[src/hdl/fatlb_pkg.sv]
// ----------------------------------------------------------------------------
// fatlb_pkg
// Shared types, codes and the replacement LFSR step for the translation buffer.
// ----------------------------------------------------------------------------
`default_nettype none

package fatlb_pkg;

  // operation codes
  localparam logic OP_LOOKUP = 1'b0;
  localparam logic OP_ADD    = 1'b1;

  localparam int unsigned PAGE_W  = 32;
  localparam int unsigned FRAME_W = 32;
  localparam int unsigned STAT_W  = 32;
  localparam int unsigned LFSR_W  = 16;

  localparam logic [LFSR_W-1:0] LFSR_SEED = 16'hACE1;

  // reciprocal scaling used for the victim modulo
  localparam int unsigned RECIP_SHIFT = 24;
  localparam int unsigned RECIP_W     = 25;

  typedef logic [PAGE_W-1:0]  page_t;
  typedef logic [FRAME_W-1:0] frame_t;
  typedef logic [STAT_W-1:0]  stat_t;
  typedef logic [LFSR_W-1:0]  lfsr_t;

  // Fibonacci LFSR, taps 16,14,13,11, shifts right, feedback into the MSB
  function automatic lfsr_t lfsr_next(input lfsr_t s);
    logic fb;
    fb = s[0] ^ s[2] ^ s[3] ^ s[5];
    return {fb, s[LFSR_W-1:1]};
  endfunction

endpackage

`default_nettype wire

[src/hdl/fully_assoc_tlb_random_replace.sv]
// ----------------------------------------------------------------------------
// fully_assoc_tlb_random_replace
// Fully associative translation buffer, lookup or add, random replacement.
// ----------------------------------------------------------------------------
//
//  channel   | handshake          | payload
//  ----------+--------------------+---------------------------------------------
//  command   | start / busy       | operation, page_number, frame_number
//  result    | done (1-cycle)     | physical_frame, fault, hit_total,
//            |                    | miss_total
//
//  One beat in per cycle; busy stays low. A command beat is registered, then
//  the parallel compare over all entries and the table update happen in the
//  same cycle, and the result is registered behind them.
//  Sync reset clears valid bits, fill count and counters, and reloads the LFSR
//  look-ahead; no clearing pass, the block takes a beat the cycle after reset.
//  The receiver cannot stall: each result shows for exactly one cycle.
//
`default_nettype none

module fully_assoc_tlb_random_replace #(
  parameter int unsigned ENTRIES = 16
) (
  input  wire                     clk,
  input  wire                     rst,
  input  wire                     start,
  output logic                    busy,
  input  wire                     operation,
  input  wire fatlb_pkg::page_t   page_number,
  input  wire fatlb_pkg::frame_t  frame_number,
  output logic                    done,
  output fatlb_pkg::frame_t       physical_frame,
  output logic                    fault,
  output fatlb_pkg::stat_t        hit_total,
  output fatlb_pkg::stat_t        miss_total
);

  import fatlb_pkg::*;

  localparam int unsigned IDX_W = (ENTRIES > 1) ? $clog2(ENTRIES) : 1;
  localparam int unsigned CNT_W = $clog2(ENTRIES + 1);

  // Victim = (LFSR after step) mod ENTRIES. The sequence is fixed, so the
  // modulo runs ahead of use: quotient of the step-after-next is taken with
  // a reciprocal multiply, the remainder one eviction later.
  localparam lfsr_t LA1_RST = lfsr_next(LFSR_SEED);
  localparam lfsr_t LA2_RST = lfsr_next(LA1_RST);
  localparam lfsr_t LA3_RST = lfsr_next(LA2_RST);
  localparam logic [IDX_W-1:0]   VICTIM_RST = IDX_W'(LA1_RST % ENTRIES);
  localparam lfsr_t              QUOT_RST   = lfsr_t'(LA2_RST / ENTRIES);
  localparam logic [RECIP_W-1:0] RECIP      =
    RECIP_W'((64'd1 << RECIP_SHIFT) / ENTRIES + 64'd1);
  localparam int unsigned PROD_W = LFSR_W + RECIP_W;

  // ---- command register ----
  logic   in_valid;
  logic   in_op;
  page_t  in_page;
  frame_t in_frame;

  // ---- table ----
  logic [ENTRIES-1:0] entry_valid;
  page_t              entry_page  [ENTRIES];
  frame_t             entry_frame [ENTRIES];
  logic [CNT_W-1:0]   filled_count;
  stat_t              hit_counter;
  stat_t              miss_counter;

  // ---- replacement look-ahead ----
  logic [IDX_W-1:0] victim;     // index for the next eviction
  lfsr_t            la2;        // LFSR two steps ahead
  lfsr_t            la3;        // LFSR three steps ahead
  lfsr_t            quot;       // la2 / ENTRIES

  // ---- datapath ----
  logic [ENTRIES-1:0] match;
  logic               hit;
  frame_t             hit_frame;
  logic               full;
  logic               do_add;
  logic               do_evict;
  logic [IDX_W-1:0]   wr_idx;
  logic [PROD_W-1:0]  recip_prod;
  lfsr_t              quot_next;
  lfsr_t              quot_times_n;
  lfsr_t              rem_next;

  assign busy = 1'b0;

  always_comb begin
    for (int i = 0; i < ENTRIES; i++) begin
      match[i] = entry_valid[i] && (entry_page[i] == in_page);
    end
    hit = |match;
    // lowest matching entry wins
    hit_frame = '0;
    for (int i = ENTRIES - 1; i >= 0; i--) begin
      if (match[i]) begin
        hit_frame = entry_frame[i];
      end
    end
  end

  assign full     = (filled_count == CNT_W'(ENTRIES));
  assign do_add   = in_valid && (in_op == OP_ADD);
  assign do_evict = do_add && full;
  assign wr_idx   = full ? victim : filled_count[IDX_W-1:0];

  assign recip_prod   = PROD_W'(la3) * PROD_W'(RECIP);
  assign quot_next    = recip_prod[RECIP_SHIFT +: LFSR_W];
  assign quot_times_n = lfsr_t'(quot * lfsr_t'(ENTRIES));
  assign rem_next     = la2 - quot_times_n;

  always_ff @(posedge clk) begin
    in_op    <= operation;
    in_page  <= page_number;
    in_frame <= frame_number;
    if (rst) begin
      in_valid <= 1'b0;
    end else begin
      in_valid <= start && !busy;
    end
  end

  // table payload, no reset
  always_ff @(posedge clk) begin
    if (do_add) begin
      entry_page[wr_idx]  <= in_page;
      entry_frame[wr_idx] <= in_frame;
    end
  end

  always_ff @(posedge clk) begin
    if (rst) begin
      entry_valid  <= '0;
      filled_count <= '0;
      hit_counter  <= '0;
      miss_counter <= '0;
      victim       <= VICTIM_RST;
      la2          <= LA2_RST;
      la3          <= LA3_RST;
      quot         <= QUOT_RST;
    end else begin
      if (do_add) begin
        entry_valid[wr_idx] <= 1'b1;
        if (!full) begin
          filled_count <= filled_count + CNT_W'(1);
        end
      end
      if (do_evict) begin
        victim <= rem_next[IDX_W-1:0];
        la2    <= la3;
        la3    <= lfsr_next(la3);
        quot   <= quot_next;
      end
      if (in_valid && (in_op == OP_LOOKUP)) begin
        if (hit) begin
          hit_counter <= hit_counter + STAT_W'(1);
        end else begin
          miss_counter <= miss_counter + STAT_W'(1);
        end
      end
    end
  end

  // ---- result register ----
  always_ff @(posedge clk) begin
    if (in_valid && (in_op == OP_LOOKUP) && hit) begin
      physical_frame <= hit_frame;
    end else begin
      physical_frame <= '0;
    end
    fault <= in_valid && (in_op == OP_LOOKUP) && !hit;
    if (rst) begin
      done <= 1'b0;
    end else begin
      done <= in_valid;
    end
  end

  // counters only move with a result, so they read straight out
  assign hit_total  = hit_counter;
  assign miss_total = miss_counter;

  // ---- checks ----
  a_done_follows: assert property (@(posedge clk) disable iff (rst)
    in_valid |=> done)
    else $error("registered command gave no result");

  a_no_spurious: assert property (@(posedge clk) disable iff (rst)
    !in_valid |=> !done)
    else $error("result without a command");

  a_fill_matches_valid: assert property (@(posedge clk) disable iff (rst)
    $countones(entry_valid) == int'(filled_count))
    else $error("fill count disagrees with valid bits");

  a_lookup_counts: assert property (@(posedge clk) disable iff (rst)
    (in_valid && (in_op == OP_LOOKUP)) |=>
      (hit_counter + miss_counter) == ($past(hit_counter + miss_counter) + STAT_W'(1)))
    else $error("lookup did not bump exactly one counter");

endmodule

`default_nettype wire
[config.mk]
export PLATFORM = sky130hd
export DESIGN_NAME = fully_assoc_tlb_random_replace
export DESIGN_NICKNAME = d
export VERILOG_FILES = /design/src/hdl/fatlb_pkg.sv /design/src/hdl/fully_assoc_tlb_random_replace.sv
export SDC_FILE = /design/constraint.sdc
export NUM_CORES = 2
export LEC_CHECK = 0
export CELL_PAD_IN_SITES_DETAIL_PLACEMENT = 1
export CELL_PAD_IN_SITES_GLOBAL_PLACEMENT = 2
export CORE_UTILIZATION = 45
export DETAILED_ROUTE_END_ITERATION = 7
export DONT_BUFFER_PORTS = 1
export GPL_TIMING_DRIVEN = 0
export HOLD_SLACK_MARGIN = 0.02
export PLACE_DENSITY = 0.82
export SKIP_CTS_REPAIR_TIMING = 1
export SYNTH_ARGS = -nofsm -noshare
export SYNTH_HDL_FRONTEND = slang
export SYNTH_SLANG_ARGS = --single-unit
[constraint.sdc]
create_clock -name clk -period 10.3 [get_ports clk]
set_input_delay 3.09 -clock clk [delete_from_list [all_inputs] [get_ports clk]]
set_output_delay 3.09 -clock clk [all_outputs]
set_load 0.01 [all_outputs]
==> impl_results.md <==
- Clock Skews: 0.02716 ns
- Status: completed
- GRT overflow: 0
- Inst Count DP: 4631
- TritonCTS Buffers: 132
- Non-filler instance count after layout: 4876
- DR pass1 iterations: 6
- Crit path max fanout: 17
- # clock sinks: 1227
- Hold Slack: 0.4530 ns
- Post-synth EDFFs: 1024
- Final worst setup slack: 3.283 ns
- M1 WL: 60.43 mm
- Async SR Flop Fraction: 0%
- Crit path DAT: 7.67 ns
- Max-slew violation count: 0
- Area after DPL: 51190 sq um
- Die width: 330.1 um
- Synth Cell Area: 48440 sq um
- Pleak: 18.09 nW
- Launching element type of the critical path: register
- WS Path Type: reg -> reg
- Final #Nets: 3446
- P_sw: 2.245 mW
- Syn avg cell area: 15.18 sq um
- Global-route wire length before repair: 214.9 mm
- Initial antenna violation count: 25
- Clock power frac: 44.9%
- Seq/Total Area, Yosys: 71.87%
- Slew margin rel.: 3.078%
- Synthesized flop and latch total: 1227
- Tot Pwr: 10.42 mW
- Final Hold Viols: 0
- Final Cell Area: 55450 sq um
- Final setup vio count: 0
- Clock latency at the later pin of the worst-skew pair: 0.75 ns
- H-Tree Depth: 4
- Met3 wire len: 14.52 mm
- Worst-path clk slew: 0.06 ns
- DRC Markers: 0
- CP Depth: 13
- CP required: 10.95 ns
- Via count: 29760
- Setup crit end kind: register
- Full die area: 109000 sq um
- Logic gate share of total power: 2.4%
- Measured slew at the worst slew-check pin: 1.452 ns
- Hold Crit Class: reg -> reg
- Initial core utilization: 45.69%
- Total core area: 106000 sq um
- # port buffers: 0
- # rows: 119
- Synth cell types: 63
- Max Fclk: 142.5 MHz
- Clock Path Buffers: 3
- Max-Cap Viols: 0
- Buf+Inv Stages, Crit Path: 4
- Vias per cell: 6.104
- Worst r2r path cells: 13
- Core Util, Final: 52.31%
- Setup_tns: 0 ns
- Initial detailed-routing violation count: 3953
- Pwr/cell area: 187.9 nW/um^2
- Cells along the critical path: buf_4 -> buf_8 -> xnor2_1 -> nand4_1 -> nor4_1 -> nand4_1 -> nor2b_1 -> nand4_2 -> o21ai_1 -> nor4_1 -> buf_2 -> buf_4 -> a32o_1
- Flop pwr share: 52.8%
- Vias in the first global route: 30760
- Top Family by Delay on Critical Path: simple AND/OR/NAND/NOR gates
- Drt total wl: 151.3 mm
- Chip height: 330.1 um
- Post-route ant nets: 0
- GRT Overall Usage: 27.74%
- Area growth syn-to-layout: 14.48%
- Tcrit/Tclk final: 68.13%
- CTS root buf: clkbuf_16
- Slowest CP cell: dfxtp_1
- RSZ-0062 raised after global routing: no
- Fin crit period: 7.017 ns
- Met2 wire len: 72.01 mm
- Syn nets: 3262
- Synth Instances: 3190
- Largest net degree at the start of global routing: 48
- Layout cells sized above 1: 12.79%
- IO Count: 167
- Yosys warning total: 0
- DP Worst Slack: 3.372 ns
- Routed len/inst: 31.04 um
- CTS tree: yes
- Detailed placement HPWL: 96.05 mm
- Highest routed metal layer: met5
- Worst VDD drop: 0.1591 mV
- Internal cell power: 8.174 mW
- GP Congestion: 0.8123
- Hold Path Stages: 2
- Synth Flop Type: edfxtp_1
- Switching share of total power: 21.55%
- Crit path largest cell delay: 1.22 ns
[synth_stat cells (14+ instances only)]
master,n,area (sq um)
xnor2_1,208,1822
o21ai_0,83,415.4
a32o_1,29,290.3
a221oi_1,31,271.5
buf_2,14,70.07
clkbuf_1,92,345.3
mux2_2,31,349.1
buf_6,21,236.5
or2_2,30,187.7
nand2_1,167,626.9
nor3_1,49,245.2
o221a_2,29,326.6
buf_8,19,285.3
edfxtp_1,1024,30750
o311ai_0,30,262.8
nor4_1,98,613.1
buf_4,23,172.7
a21oi_1,73,365.4
mux2i_1,34,340.3
a221o_1,29,290.3
o221ai_1,61,534.3
nand3_1,73,365.4
xor2_1,344,3013
nand4_1,56,350.3
inv_1,71,266.5
dfxtp_1,203,4064
or3_1,55,344.1
nor2_1,119,446.7
[power groups by stage]
stage,Combinational [mW],Clock [mW],Sequential (mW)
2_1_floorplan,0.163,0,5.54
3_3_place_gp,0.233,0,5.60
3_5_place_dp,0.243,0,5.60
4_1_cts,0.246,4.72,5.50
5_1_grt,0.259,4.89,5.50
6_report,0.247,4.67,5.50
[cell families (layout without fill, tap and decap cells)]
group,count (synthesis),after routing,synth area share (%)
mux,65,65,1.423
buf+inv,252,542,3.102
other cells,1,6,0.007742
compound gates,392,392,6.135
fa+ha+maj,4,4,0.1033
xor+xnor,552,552,9.981
simple gates,697,697,7.372
flops,1227,1227,71.87
[per-layer routing]
layer	track usage (%)	up-vias
met3	6.318	304
li1	-	12380
met2	44.94	1594
met4	8.656	22
met1	37.17	15460
met5	0	-
[worst min-delay path: stages, from the launching register on]
cell and delay (ns):
dfxtp_1 0.31, nand2_1 0.05, a21oi_1 0.05
[flip-flops by register name (all words and copies together), names as in the netlist, 3 cells and up]
name,cells
la3,14
hit_total,32
entry_page,512
filled_count,5
victim,3
physical_frame,32
entry_valid,16
in_frame,32
in_page,32
miss_total,32
entry_frame,512
[placed cells by master (no fill, tap or decap), drive strengths merged, types with 7 or more instances in the layout]
cell type	n
edfxtp	1024
xor2	344
clkbuf	276
xnor2	208
dfxtp	203
nand2	167
buf	138
nor2	119
nor4	100
o21ai	84
inv	78
nand3	73
a21oi	73
o221ai	61
nand4	57
or3	56
nor3	49
clkinv	43
mux2i	34
mux2	31
a221oi	31
o311ai	30
or2	30
a221o	29
o221a	29
a32o	29
nand3b	10
and3	10
or4	7
[cell type report]
class,instances,area [sq um]
fill,10040,50560
clock inverter,56,490.5
inverter,72,270.3
buffer,180,1232
multi-input combinational,1711,12260
clock buffer,184,3756
sequential,1227,34810
antenna,5,12.51
tap,1391,1740
timing repair buffer,50,875.8
[path summary, 6_finish.rpt]
check | start | endpoint | slack [ns]
max reg2reg | in_page[24] | physical_frame[23] | 3.28
min reg2reg | la3[7] | la3[6] | 0.45
min | la3[7] | la3[6] | 0.45
max | in_page[24] | physical_frame[23] | 3.28
Note: power is estimated with default switching activity, not from simulation.
